File: src/hw/rtl/etrb_pkg.sv
`timescale 1ns / 1ps

package etrb_pkg;

    localparam int DEPTH    = 4096;
    localparam int ADDR_W   = $clog2(DEPTH);
    localparam int CNT_W    = ADDR_W + 1;
    localparam int WORD_W   = 32;
    localparam int STAMP_W  = 64;
    localparam int CURSOR_W = 12;
    localparam int TALLY_W  = 13;
    localparam int MODE_W   = 2;

    localparam int S_FIELDS_W = 4 * WORD_W + STAMP_W + CURSOR_W;
    localparam int S_TDATA_W  = ((S_FIELDS_W + 7) / 8) * 8;
    localparam int M_FIELDS_W = 4 * WORD_W + STAMP_W + TALLY_W + WORD_W;
    localparam int M_TDATA_W  = ((M_FIELDS_W + 7) / 8) * 8;

    typedef enum logic [MODE_W-1:0] {
        MODE_EMIT  = 2'd0,
        MODE_READ  = 2'd1,
        MODE_COUNT = 2'd2,
        MODE_CLEAR = 2'd3
    } mode_t;

    typedef enum logic [1:0] {
        ST_IDLE,
        ST_READ,
        ST_COUNT
    } state_t;

    typedef struct packed {
        logic [STAMP_W-1:0] stamp;
        logic [WORD_W-1:0]  third;
        logic [WORD_W-1:0]  second;
        logic [WORD_W-1:0]  first;
        logic [WORD_W-1:0]  kind;
    } entry_t;

    typedef struct packed {
        logic               found;
        entry_t             entry;
        logic [TALLY_W-1:0] tally;
        logic [WORD_W-1:0]  total;
    } result_t;

    typedef struct packed {
        logic              en;
        logic [ADDR_W-1:0] addr;
        entry_t            data;
    } wr_req_t;

    typedef struct packed {
        logic              en;
        logic [ADDR_W-1:0] addr;
    } rd_req_t;

    // Number of entries held: the running total saturated at the ring depth.
    function automatic logic [CNT_W-1:0] stored_count(input logic [WORD_W-1:0] total);
        if (total >= WORD_W'(DEPTH)) begin
            return CNT_W'(DEPTH);
        end
        return total[CNT_W-1:0];
    endfunction

    // Slot of the entry that lies back steps behind the newest one.
    function automatic logic [ADDR_W-1:0] slot_of(input logic [ADDR_W-1:0] wp,
                                                  input logic [ADDR_W-1:0] back);
        logic [CNT_W-1:0] sum;
        sum = {1'b0, wp} + CNT_W'(DEPTH - 1) - {1'b0, back};
        if (sum >= CNT_W'(DEPTH)) begin
            sum = sum - CNT_W'(DEPTH);
        end
        return sum[ADDR_W-1:0];
    endfunction

    function automatic logic [ADDR_W-1:0] addr_inc(input logic [ADDR_W-1:0] a);
        return (a == ADDR_W'(DEPTH - 1)) ? '0 : a + 1'b1;
    endfunction

    function automatic logic [ADDR_W-1:0] addr_dec(input logic [ADDR_W-1:0] a);
        return (a == '0) ? ADDR_W'(DEPTH - 1) : a - 1'b1;
    endfunction

endpackage

File: src/hw/rtl/etrb_ctrl.sv
`timescale 1ns / 1ps

module etrb_ctrl (
    input  logic                              aclk,
    input  logic                              aresetn,
    input  logic                              cfg_valid,
    input  logic                              cfg_data,
    input  logic                              s_valid,
    output logic                              s_ready,
    input  etrb_pkg::mode_t                   s_mode,
    input  etrb_pkg::entry_t                  s_entry,
    input  logic [etrb_pkg::CURSOR_W-1:0]     s_cursor,
    output etrb_pkg::wr_req_t                 wr,
    output etrb_pkg::rd_req_t                 rd,
    input  etrb_pkg::entry_t                  rd_data,
    output logic                              res_valid,
    input  logic                              res_ready,
    output etrb_pkg::result_t                 res
);

    etrb_pkg::state_t                state_reg, state_next;
    logic                            enable_reg, enable_next;
    logic [etrb_pkg::ADDR_W-1:0]     wp_reg, wp_next;
    logic [etrb_pkg::WORD_W-1:0]     total_reg, total_next;
    logic                            found_reg, found_next;
    logic [etrb_pkg::WORD_W-1:0]     kind_reg, kind_next;
    logic [etrb_pkg::CNT_W-1:0]      n_reg, n_next;
    logic [etrb_pkg::CNT_W-1:0]      idx_reg, idx_next;
    logic [etrb_pkg::CNT_W-1:0]      tally_reg, tally_next;
    logic [etrb_pkg::ADDR_W-1:0]     addr_reg, addr_next;
    logic                            res_valid_reg, res_valid_next;
    etrb_pkg::result_t               res_reg, res_next;

    logic                            accept;
    logic [etrb_pkg::CNT_W-1:0]      n_cur;
    logic [etrb_pkg::CNT_W-1:0]      tally_sum;
    logic [etrb_pkg::ADDR_W-1:0]     slot;

    always_ff @(posedge aclk) begin
        if (!aresetn) begin
            state_reg     <= etrb_pkg::ST_IDLE;
            enable_reg    <= 1'b0;
            wp_reg        <= '0;
            total_reg     <= '0;
            res_valid_reg <= 1'b0;
        end else begin
            state_reg     <= state_next;
            enable_reg    <= enable_next;
            wp_reg        <= wp_next;
            total_reg     <= total_next;
            res_valid_reg <= res_valid_next;
        end
    end

    always_ff @(posedge aclk) begin
        found_reg <= found_next;
        kind_reg  <= kind_next;
        n_reg     <= n_next;
        idx_reg   <= idx_next;
        tally_reg <= tally_next;
        addr_reg  <= addr_next;
        res_reg   <= res_next;
    end

    // One item at a time: every memory access of an item is issued after the
    // write of the previous emit has landed, so no forwarding is needed.
    assign s_ready = (state_reg == etrb_pkg::ST_IDLE) && !res_valid_reg;
    assign accept  = s_valid && s_ready;
    assign n_cur   = etrb_pkg::stored_count(total_reg);

    always_comb begin
        state_next     = state_reg;
        enable_next    = enable_reg;
        wp_next        = wp_reg;
        total_next     = total_reg;
        found_next     = found_reg;
        kind_next      = kind_reg;
        n_next         = n_reg;
        idx_next       = idx_reg;
        tally_next     = tally_reg;
        addr_next      = addr_reg;
        res_valid_next = res_valid_reg;
        res_next       = res_reg;
        wr.en          = 1'b0;
        wr.addr        = wp_reg;
        wr.data        = s_entry;
        rd.en          = 1'b0;
        rd.addr        = addr_reg;
        tally_sum      = tally_reg + etrb_pkg::CNT_W'(rd_data.kind == kind_reg);
        slot           = etrb_pkg::slot_of(wp_reg, etrb_pkg::ADDR_W'(s_cursor));

        if (cfg_valid) begin
            enable_next = cfg_data;
        end
        if (res_valid_reg && res_ready) begin
            res_valid_next = 1'b0;
        end

        case (state_reg)
            etrb_pkg::ST_IDLE: begin
                if (accept) begin
                    res_next       = '0;
                    res_next.tally = etrb_pkg::TALLY_W'(n_cur);
                    res_next.total = total_reg;
                    case (s_mode)
                        etrb_pkg::MODE_EMIT: begin
                            if (enable_reg) begin
                                wr.en      = 1'b1;
                                wp_next    = etrb_pkg::addr_inc(wp_reg);
                                total_next = total_reg + 1'b1;
                            end
                            res_next.tally =
                                etrb_pkg::TALLY_W'(etrb_pkg::stored_count(total_next));
                            res_next.total = total_next;
                            res_valid_next = 1'b1;
                        end
                        etrb_pkg::MODE_READ: begin
                            found_next = 32'(s_cursor) < 32'(n_cur);
                            rd.en      = 1'b1;
                            rd.addr    = slot;
                            state_next = etrb_pkg::ST_READ;
                        end
                        etrb_pkg::MODE_COUNT: begin
                            kind_next  = s_entry.kind;
                            n_next     = n_cur;
                            tally_next = '0;
                            if (n_cur == '0) begin
                                res_next.tally = '0;
                                res_valid_next = 1'b1;
                            end else begin
                                rd.en      = 1'b1;
                                rd.addr    = etrb_pkg::slot_of(wp_reg, '0);
                                addr_next  = rd.addr;
                                idx_next   = etrb_pkg::CNT_W'(1);
                                state_next = etrb_pkg::ST_COUNT;
                            end
                        end
                        etrb_pkg::MODE_CLEAR: begin
                            wp_next        = '0;
                            total_next     = '0;
                            res_next.tally = '0;
                            res_next.total = '0;
                            res_valid_next = 1'b1;
                        end
                        default: begin
                            res_valid_next = 1'b1;
                        end
                    endcase
                end
            end
            etrb_pkg::ST_READ: begin
                res_next       = '0;
                res_next.found = found_reg;
                res_next.entry = found_reg ? rd_data : '0;
                res_next.tally = etrb_pkg::TALLY_W'(n_cur);
                res_next.total = total_reg;
                res_valid_next = 1'b1;
                state_next     = etrb_pkg::ST_IDLE;
            end
            etrb_pkg::ST_COUNT: begin
                // Read data belongs to walk step idx_reg - 1; the next read is
                // issued in the same cycle, so the port reads every cycle of the walk but the last.
                if (idx_reg == n_reg) begin
                    res_next       = '0;
                    res_next.tally = etrb_pkg::TALLY_W'(tally_sum);
                    res_next.total = total_reg;
                    res_valid_next = 1'b1;
                    state_next     = etrb_pkg::ST_IDLE;
                end else begin
                    rd.en      = 1'b1;
                    rd.addr    = etrb_pkg::addr_dec(addr_reg);
                    addr_next  = rd.addr;
                    idx_next   = idx_reg + 1'b1;
                    tally_next = tally_sum;
                end
            end
            default: begin
                state_next = etrb_pkg::ST_IDLE;
            end
        endcase
    end

    assign res_valid = res_valid_reg;
    assign res       = res_reg;

endmodule

File: config.mk
export PLATFORM = sky130hd
export DESIGN_NAME = etrb_ctrl
export DESIGN_NICKNAME = d
export VERILOG_FILES = /design/src/hw/rtl/etrb_pkg.sv /design/src/hw/rtl/etrb_ctrl.sv
export SDC_FILE = /design/constraint.sdc
export NUM_CORES = 1
export LEC_CHECK = 0
export ABC_AREA = 1
export BUFFER_PORTS_ARGS = -buffer_cell sky130_fd_sc_hd__buf_2
export CAP_MARGIN = 20
export CORE_AREA = 4 4 331 333
export DETAILED_ROUTE_END_ITERATION = 6
export DIE_AREA = 0 0 335 337
export GPL_ROUTABILITY_DRIVEN = 0
export PLACE_DENSITY_LB_ADDON = 0.2
export SETUP_SLACK_MARGIN = 0.3
export SLEW_MARGIN = 30
export SYNTH_ARGS = -nofsm -noshare
export SYNTH_HDL_FRONTEND = slang
export SYNTH_SLANG_ARGS = --single-unit
File: constraint.sdc
create_clock -name aclk -period 12.2 [get_ports aclk]
set_input_delay 0 -clock aclk [delete_from_list [all_inputs] [get_ports aclk]]
set_output_delay 0 -clock aclk [all_outputs]
set_load 0.1 [all_outputs]
==> results of run 1 <==
cells by family (layout without fill, tap and decap cells):
logic type / after synthesis / in the layout
other: 0 / 1
DFF: 370 / 370
AOI/OAI and AO/OA: 331 / 331
xor gates and xnor gates: 52 / 52
buffers and inverters: 677 / 1288
and+or+nand+nor: 844 / 844
adders and majority gates: 41 / 41
stage by stage:
step           setup slack (ps)  util (%)  instance area (µm²)
2_1_floorplan              2800         -                20400
3_3_place_gp               7780      21.9                23300
3_5_place_dp               7710      21.9                23300
4_1_cts                    7690      25.5                27100
5_1_grt                    7290      25.5                27200
6_report                   7740      25.5                27200
worst paths after layout:
kind / startpoint / endpoint / slack (ps) / depth (start not counted)
worst min register to register: wp_reg[1]$_SDFFE_PN0P_ / wp_reg[1]$_SDFFE_PN0P_ / 560 / 2
worst min-delay path: s_entry[108] / wr[108] / 0.04 / 0
worst max register to register: state_reg[0]$_SDFFE_PN0P_ / res[158]$_DFFE_PP_ / 7740 / 11
worst max-delay path: state_reg[0]$_SDFFE_PN0P_ / res[158]$_DFFE_PP_ / 7740 / 11
critical path, stage by stage (launching register included):
cell	delay, ps
dfxtp_1	410
inv_1	90
ha_1	260
inv_2	290
nor2_1	100
nand2_1	70
buf_4	360
clkinv_1	820
o21ai_0	700
nor2_4	30
buf_4	340
buf_4	490
layout by cell type (no fill, tap or decap), types with 48 or more instances in the layout:
cell / n
buf_2: 541
edfxtp_1: 322
a21oi_1: 125
dlygate4sd3_1: 230
dfxtp_1: 48
nand2_1: 279
o21ai_0: 104
clkbuf_16: 49
nor2_1: 349
inv_1: 401
nand3_1: 92
area by class of cell:
type	count	area share (%)
sequential	370	39.1
inverter	411	5.68
clock buffer	64	4.80
multi-input combinational	1268	24.1
clock inverter	23	0.816
timing repair buffer	790	19.0
antenna	1	0.00922
tap	1403	6.46
timing repair:
| action | 4_1_cts | 5_1_grt |
|---|---|---|
| hold buffers | 230 | 0 |
| endpoints found under the hold margin | 248 | 0 |
| resized for setup | 0 | 0 |
metal layers:
metal	wire [µm]	part of all wire [%]	GRT usage, %
met4	2160	2.7	4.29
met1	32800	42	15.8
met3	5060	6.4	2.91
met5	7	0.0089	0
met2	38800	49	23.3
==> flow_summary.json, run 1 <==
{
  "status": "completed",
  "synth_area_leaders": "edfxtp_1 (47%), inv_1 (7.4%), buf_4 (7.1%)",
  "seqCellArea_mm2": 0.0106,
  "place_inst": 4012,
  "die_y_um": 337,
  "yosys-mux-area-fraction_pct": 0,
  "grt_pass1_vias": 17026,
  "synth.top_cell.area_share_pct": 47.3,
  "finalHoldViolCount": 0,
  "clock_path_buffers": 3,
  "synth_xor_area_share_pct": 2.27,
  "synth.distinct_cells": 49,
  "synthCells": 2315,
  "drc": 0,
  "vias_per_cell": 3.97,
  "syn_avg_cell_area_um2": 8.83,
  "multiInputGateArea_mm2": 0.00654,
  "yosys.area_share.adder_pct": 2.55,
  "setup_tns_ps": 0,
  "synthesis.area_mm2": 0.0204,
  "worstSkewPairLatency_ps": 600,
  "worstMarginPinSlew_ps": 951,
  "synth_nets": 2760,
  "drtIter0Drc": 1016,
  "synth_top_family_by_area": "simple AND/OR/NAND/NOR gates",
  "grt_pass1_wl_mm": 112,
  "vias": 17195,
  "fillers": 11702,
  "fin_skew_ps": 16.6,
  "portBuffers": 541,
  "arrival_ps": 4690,
  "routed_wl_mm": 78.9,
  "ys.flop_type": "edfxtp_1",
  "start_util_pct": 19.2,
  "dr.pass1.iters": 6,
  "max-cap-violations": 0,
  "ys_ff_latch": 370,
  "slew_headroom_pct": 36.4,
  "rsz0062_at_grt": "false",
  "synth_simple_gate_area_share_pct": 17.9,
  "coreArea_mm2": 0.107,
  "overflow": 0,
  "max_freq_mhz": 224,
  "synthArstFlopShare_pct": 0,
  "drive_gt1_share_pct": 23.1,
  "final-setup-viol-count": 0,
  "yosys-top-cells-count": "inv_1 (402), nor2_1 (352), edfxtp_1 (322), nand2_1 (280), buf_4 (193)",
  "synth_compound_area_share_pct": 9.12,
  "die-area_mm2": 0.113,
  "yosysMostFrequentCell": "inv_1",
  "worstSetupEndpointType": "register",
  "post_cts_buffers": 0,
  "grt_antenna_before_repair": 4,
  "place_hpwl_mm": 59.6,
  "largest_reg_flops": 238,
  "synth-edff-count": 322,
  "clkTransAtPathRegs_ps": 50,
  "yosys.area.top_type": "edfxtp_1",
  "num_rows": 120,
  "grtUsageTotal_pct": 13.2,
  "required_ps": 12430,
  "min_period_ps": 4460,
  "wl_per_cell_um": 18.2,
  "ys_seq_area_share_pct": 52.0,
  "worstSetupStartpointType": "register",
  "hold_path_class": "in -> out",
  "numClockSinks": 370,
  "postRouteAntennaNets": 0,
  "grt_max_degree": 97,
  "path_max_fanout": 65,
  "ys_warn_count": 0,
  "post-route-period-util_pct": 36.6,
  "maxSlewViolCount": 0,
  "cts-root-buf": "clkbuf_16",
  "cts_tree": "yes",
  "hold_ws_ps": 0.0386,
  "worstSetupPathType": "reg -> reg",
  "fin_nets": 3334,
  "cts_buffers": 48,
  "fp.dieW_um": 335,
  "io_pins": 862,
  "htree_levels": 2,
  "fin_cells": 4330,
  "syn_to_final_growth_pct": 32.9
}
Power of run 1 is left out: the tool's default activity adds up to more than one toggle a clock period on the data nets, which glitch-free logic cannot reach.
==> run 2, diff against run 1 <==
--- a/config.mk
+++ b/config.mk
@@ -5,7 +5,7 @@
 export SDC_FILE = /design/constraint.sdc
 export NUM_CORES = 1
 export LEC_CHECK = 0
-export ABC_AREA = 1
+export ABC_AREA = 0
 export BUFFER_PORTS_ARGS = -buffer_cell sky130_fd_sc_hd__buf_2
 export CAP_MARGIN = 20
 export CORE_AREA = 4 4 331 333
==> constraint.sdc (replaced) <==
create_clock -name aclk -period 4.4 [get_ports aclk]
set_input_delay 0 -clock aclk [delete_from_list [all_inputs] [get_ports aclk]]
set_output_delay 0 -clock aclk [all_outputs]
set_load 0.1 [all_outputs]
==> run 2 against run 1 <==
Net effect: worst hold slack barely moved; synthesized cell count fell by 16%; clock-buffer cell count is 7 lower; sequential share of layout area barely moved; critical path type is now reg -> out; critical endpoint is now rd[7]; largest cell class unchanged.
==> flow_summary.json, run 2 <==
{
  "status": "completed",
  "synth.distinct_cells": 71,
  "synth_nets": 2379,
  "synth_area_leaders": "edfxtp_1 (48%), buf_4 (7.2%), and2_1 (6.6%)",
  "path_max_fanout": 10,
  "cts-root-buf": "clkbuf_16",
  "rsz0062_at_grt": "false",
  "synth_compound_area_share_pct": 10.7,
  "fin_skew_ps": 33.2,
  "routed_wl_mm": 88.7,
  "clock_path_buffers": 3,
  "dr.pass1.iters": 6,
  "yosys.area.top_type": "edfxtp_1",
  "syn_to_final_growth_pct": 34.6,
  "yosys.area_share.adder_pct": 2.58,
  "whs_endpoint": "wr[187]",
  "place_inst": 3608,
  "worstSkewPairLatency_ps": 630,
  "yosys-top-cells-count": "edfxtp_1 (322), and2_1 (214), buf_4 (194), nand2_1 (147), clkbuf_1 (113)",
  "coreArea_mm2": 0.107,
  "slew_headroom_pct": 44.5,
  "ys_warn_count": 0,
  "peakVddDrop_mv": 0.602,
  "max-cap-violations": 0,
  "hold_ws_ps": 0.0386,
  "path_cells": "inv_1, ha_1, inv_1, ha_1, nor2b_1, o21ai_0, a21boi_0, or4_1, a31oi_1, xor2_1, o21ai_0, a221o_1, buf_4",
  "power.share.clock_pct": 17.1,
  "vias": 16842,
  "syn_avg_cell_area_um2": 10.4,
  "p_sw_share_pct": 58.8,
  "synth_xor_area_share_pct": 4.43,
  "finalHoldViolCount": 0,
  "fin_nets": 2934,
  "yosys-mux-area-fraction_pct": 0.260,
  "worstSetupStartpointType": "register",
  "synthArstFlopShare_pct": 0,
  "grt_max_degree": 104,
  "layout_commonest_cell": "buf_2",
  "max_stage_delay_ps": 480,
  "synth-edff-count": 322,
  "cts_tree": "yes",
  "ys_ff_latch": 370,
  "seq_power_share_pct": 26.8,
  "min_period_ps": 3870,
  "drc": 0,
  "final-setup-viol-count": 0,
  "portBuffers": 541,
  "post-route-period-util_pct": 87.9,
  "synth_simple_gate_area_share_pct": 18.8,
  "grt_antenna_before_repair": 9,
  "r2r_cells": 11,
  "yosysMostFrequentCell": "edfxtp_1",
  "worstMarginPinSlew_ps": 833,
  "max_freq_mhz": 259,
  "grtUsageTotal_pct": 14.9,
  "required_ps": 4400,
  "dpl_cell_area_mm2": 0.0232,
  "wl_per_cell_um": 22.5,
  "clkTransAtPathRegs_ps": 60,
  "r2r_slack_ps": 900,
  "htree_levels": 2,
  "cts_buffers": 48,
  "p_sw_w": 0.0134,
  "maxSlewViolCount": 0,
  "synthCells": 1934,
  "r2r_start": "kind_reg[30]$_DFFE_PP_",
  "layout_common_cells": "buf_2 (536), edfxtp_1 (322), dlygate4sd3_1 (233)",
  "drive_gt1_share_pct": 27.9,
  "leakage_nw": 10.9,
  "synth.top_cell.area_share_pct": 47.9,
  "start_util_pct": 18.9,
  "grt_pass1_vias": 16878,
  "combPwrFrac_pct": 56.1,
  "place_hpwl_mm": 68.8,
  "hold_depth": 0,
  "hold_path_class": "in -> out",
  "drtIter0Drc": 914,
  "largest_reg_flops": 238,
  "slowest_stage": "or4_1",
  "postRouteAntennaNets": 0,
  "ys.flop_type": "edfxtp_1",
  "numClockSinks": 370,
  "hold_start": "s_entry[187]",
  "grt_pass1_wl_mm": 124,
  "stdcell_area_mm2": 0.0272,
  "internal-power_w": 0.00941,
  "die-area_mm2": 0.113,
  "setup_tns_ps": 0,
  "fin_cells": 3935,
  "num_rows": 120,
  "io_pins": 862,
  "fp.dieW_um": 335,
  "worstSetupEndpointType": "primary output",
  "overflow": 0,
  "ys_seq_area_share_pct": 52.7,
  "arrival_ps": 3870,
  "worstSetupPathType": "reg -> out",
  "vias_per_cell": 4.28,
  "powerDensity_mw_per_mm2": 840,
  "r2r-end": "res[41]$_DFFE_PP_",
  "die_y_um": 337,
  "synthesis.area_mm2": 0.0202,
  "synth_top_family_by_area": "simple AND/OR/NAND/NOR gates"
}
-- run 2: cell types whose count changed in the layout (fill, tap and decap cells not counted), sizes merged, moves of 28 or more --
cell   change
inv      -356
nor2     -270
and2     +214
nand2    -147
nand3     -59
a21oi     -43
xnor2     +32
buf       +28
-- run 2: cell families after synthesis --
logic type                 count (synthesis)
AOI/OAI and AO/OA                        336
xor gates and xnor gates                 102
adders and majority gates                 41
buffers and inverters                    368
DFF                                      370
muxes                                      5
and+or+nand+nor                          712
-- run 2: worst max path at each step --
stage          cells after the start  slack [ps]           endpoint                      start
3_3_place_gp                      12         720  res[43]$_DFFE_PP_     kind_reg[30]$_DFFE_PP_
2_1_floorplan                      6       -3730   res[0]$_DFFE_PP_  state_reg[1]$_SDFFE_PN0P_
5_1_grt                           13         310              rd[7]     wp_reg[0]$_SDFFE_PN0P_
3_5_place_dp                      11         760  res[41]$_DFFE_PP_     kind_reg[30]$_DFFE_PP_
4_1_cts                           13         350              rd[7]     wp_reg[1]$_SDFFE_PN0P_
6_report                          13         530              rd[7]     wp_reg[0]$_SDFFE_PN0P_
-- run 2: power by group through the flow --
stage | Sequential (W) | Combinational, W | Clock, W
2_1_floorplan | 0.0115 | 0.00306 | 0
3_3_place_gp | 0.00622 | 0.0128 | 0
3_5_place_dp | 0.00621 | 0.0127 | 0
4_1_cts | 0.00616 | 0.0129 | 0.00408
5_1_grt | 0.00626 | 0.0132 | 0.00420
6_report | 0.00611 | 0.0128 | 0.00389
-- run 2: per-layer routing --
metal,track usage [%],vias to the layer above,share of wire [%]
li1,-,7782,-
met1,15.4,8024,35
met2,28.1,843,53
met3,4.33,189,8.2
met4,5.74,4,3.7
met5,0.0851,-,0.030
-- run 2: through the flow --
| stage | util [%] | total power [W] | setup WS (ps) |
|---|---|---|---|
| 3_5_place_dp | 21.8 | 0.0189 | 765 |
| 4_1_cts | 25.4 | 0.0232 | 345 |
| 2_1_floorplan | - | 0.0145 | -3730 |
| 5_1_grt | 25.5 | 0.0236 | 307 |
| 3_3_place_gp | 21.8 | 0.0190 | 715 |
| 6_report | 25.5 | 0.0228 | 534 |
-- run 2: what timing repair did --
item                                   CTS  global route
gates resized for setup                  3             9
endpoints found under the hold margin  251             0
hold buffers                           233             0
setup endpoints to repair                5             6
buffers inserted                         0             1
-- run 2: critical path, delay by kind of cell, from the launching register on --
| family | cells | cell delay, ps |
|---|---|---|
| compound gates | 5 | 1030 |
| xor+xnor | 1 | 160 |
| fa+ha+maj | 2 | 630 |
| buf+inv | 3 | 410 |
| flops | 1 | 410 |
| simple gates | 2 | 600 |
-- run 2: layout make-up --
| class | count | area (µm²) |
|---|---|---|
| diodes | 5 | 12.5 |
| clock buffers | 57 | 1250 |
| clock inverters | 31 | 290 |
| fillers | 11338 | 79400 |
| inverters | 50 | 188 |
| multi-input cells | 1196 | 7560 |
| flip-flops and latches | 370 | 10600 |
| well taps | 1403 | 1760 |
| repair buffers | 823 | 5470 |
No activity file was read; power rests on OpenSTA's default activity.
==> run 3, diff against run 2 <==
--- a/config.mk
+++ b/config.mk
@@ -8,9 +8,10 @@
 export ABC_AREA = 0
 export BUFFER_PORTS_ARGS = -buffer_cell sky130_fd_sc_hd__buf_2
 export CAP_MARGIN = 20
-export CORE_AREA = 4 4 331 333
+export CORE_AREA = 4 4 338 340
+export CTS_BUF_LIST = sky130_fd_sc_hd__clkbuf_2 sky130_fd_sc_hd__clkbuf_4 sky130_fd_sc_hd__clkbuf_8
 export DETAILED_ROUTE_END_ITERATION = 6
-export DIE_AREA = 0 0 335 337
+export DIE_AREA = 0 0 342 344
 export GPL_ROUTABILITY_DRIVEN = 0
 export PLACE_DENSITY_LB_ADDON = 0.2
 export SETUP_SLACK_MARGIN = 0.3
==> run 3 against run 2 <==
Net effect: worst setup slack lost 30 ps; design area grew 1.7%; maximum frequency shrank 0.77%; non-clock buffer count grew 34; via count grew 1.8%; critical endpoint unchanged.
==> flow_summary.json, run 3 (same netlist as run 2, synthesis figures left out) <==
{
  "place_hpwl_mm": 71.1,
  "grt_pass1_vias": 17579,
  "final-setup-viol-count": 0,
  "powerDensity_mw_per_mm2": 825,
  "wl_per_cell_um": 22.4,
  "hold_path_class": "in -> out",
  "r2r_slack_ps": 920,
  "worstSetupStartpointType": "register",
  "cts-root-buf": "clkbuf_8",
  "drtIter0Drc": 1017,
  "min_period_ps": 3900,
  "finalPower_w": 0.0228,
  "peakVddDrop_mv": 0.421,
  "r2r_start": "kind_reg[4]$_DFFE_PP_",
  "finalHoldViolCount": 0,
  "worstSetupPathType": "reg -> out",
  "layout_commonest_cell": "buf_2",
  "start_util_pct": 18.1,
  "drive_gt1_share_pct": 29.8,
  "vias": 17141,
  "fp.dieW_um": 342,
  "r2r_cells": 12,
  "grt_antenna_before_repair": 7,
  "grt_max_degree": 68,
  "slew_headroom_pct": 46.7,
  "worstMarginPinSlew_ps": 800,
  "cts_tree": "yes",
  "portBuffers": 541,
  "die-area_mm2": 0.118,
  "max_freq_mhz": 257,
  "grtUsageTotal_pct": 14.9,
  "io_pins": 862,
  "hold_start": "s_entry[141]",
  "fin_skew_ps": 45.3,
  "status": "completed",
  "syn_to_final_growth_pct": 36.9,
  "cts_buffers": 78,
  "numClockSinks": 370,
  "path_max_fanout": 10,
  "maxSlewViolCount": 0,
  "clkTransAtPathRegs_ps": 60,
  "worstSetupEndpointType": "primary output",
  "r2r-end": "res[37]$_DFFE_PP_",
  "max-cap-violations": 0,
  "largest_reg_flops": 238,
  "leakage_nw": 11.1,
  "vias_per_cell": 4.16,
  "whs_endpoint": "wr[141]",
  "dr.pass1.iters": 5,
  "required_ps": 4400,
  "overflow": 0,
  "arrival_ps": 3900,
  "hold_depth": 0,
  "layout_common_cells": "buf_2 (535), edfxtp_1 (322), dlygate4sd3_1 (252)",
  "fin_nets": 2998,
  "routed_wl_mm": 92.3,
  "coreArea_mm2": 0.112,
  "htree_levels": 3,
  "rsz0062_at_grt": "true",
  "die_y_um": 344,
  "num_rows": 123,
  "post-route-period-util_pct": 88.6,
  "postRouteAntennaNets": 0,
  "worstSkewPairLatency_ps": 700,
  "drc": 0,
  "clock_path_buffers": 3,
  "hold_ws_ps": 0.0386,
  "grt_pass1_wl_mm": 128
}
run 3: changes by cell type in the layout (fill, tap and decap cells not counted), moves of 7 or more:
| cell | change |
|---|---|
| clkbuf_8 | +81 |
| clkbuf_1 | -7 |
| clkbuf_4 | +34 |
| clkbuf_16 | -48 |
| buf_4 | +14 |
| dlygate4sd3_1 | +19 |
run 3: critical path, stage by stage (launching register included):
cell and delay, ps:
dfxtp_1 450, or3_1 420, o31ai_1 280, nand2_1 200, ha_1 290, or4_1 580, a31oi_1 220, xor2_1 150
o21ai_0 90, a221o_1 310, buf_4 240
run 3: worst max path at each step:
stage                     slack, ps  cells after the start           endpoint                       from
final                           500                     10              rd[7]     wp_reg[2]$_SDFFE_PN0P_
after detailed placement        730                     12  res[38]$_DFFE_PP_      kind_reg[4]$_DFFE_PP_
after global placement          700                     13  res[43]$_DFFE_PP_      kind_reg[4]$_DFFE_PP_
after floorplan               -3730                      6   res[0]$_DFFE_PP_  state_reg[1]$_SDFFE_PN0P_
after CTS                       240                     13              rd[7]     wp_reg[1]$_SDFFE_PN0P_
after global routing            280                     10              rd[7]     wp_reg[2]$_SDFFE_PN0P_
run 3: where the power goes:
group          internal (W)  leakage, nW  switching (W)
Combinational       0.00177         6.75         0.0111
Clock               0.00209        0.822        0.00169
Sequential          0.00545         3.56       0.000655
Total               0.00930         11.1         0.0135
run 3: cell type report:
type                    count  area [µm²]
diodes                      5        12.5
well taps                1500        1880
clock inverters            21         149
inverters                  50         188
fillers                 11980       83900
repair buffers            857        5800
clock buffers             117        1400
multi-input cells        1196        7560
flip-flops and latches    370       10600
run 3: through the flow:
stage	instance area (µm²)	instances	utilization (%)	TNS, ps	setup WS (ps)
2_1_floorplan	20300	1934	-	-888540	-3730
3_3_place_gp	23500	3719	21.0	0	702
3_5_place_dp	23500	3720	21.0	0	732
4_1_cts	27600	4110	24.7	0	241
5_1_grt	27600	4114	24.8	0	285
6_report	27600	4116	24.8	0	504
run 3: routing by layer:
metal	routed length, µm	GRT usage, %
met2	47900	27.7
met5	13	0
met1	33000	15.4
met3	8010	4.78
met4	3400	5.89
run 3: timing repair:
item | CTS | global route
setup buffers | 0 | 1
endpoints found under the setup margin | 6 | 8
gates resized for setup | 6 | 10
hold buffers | 252 | 0
hold endpoints to repair | 258 | 0
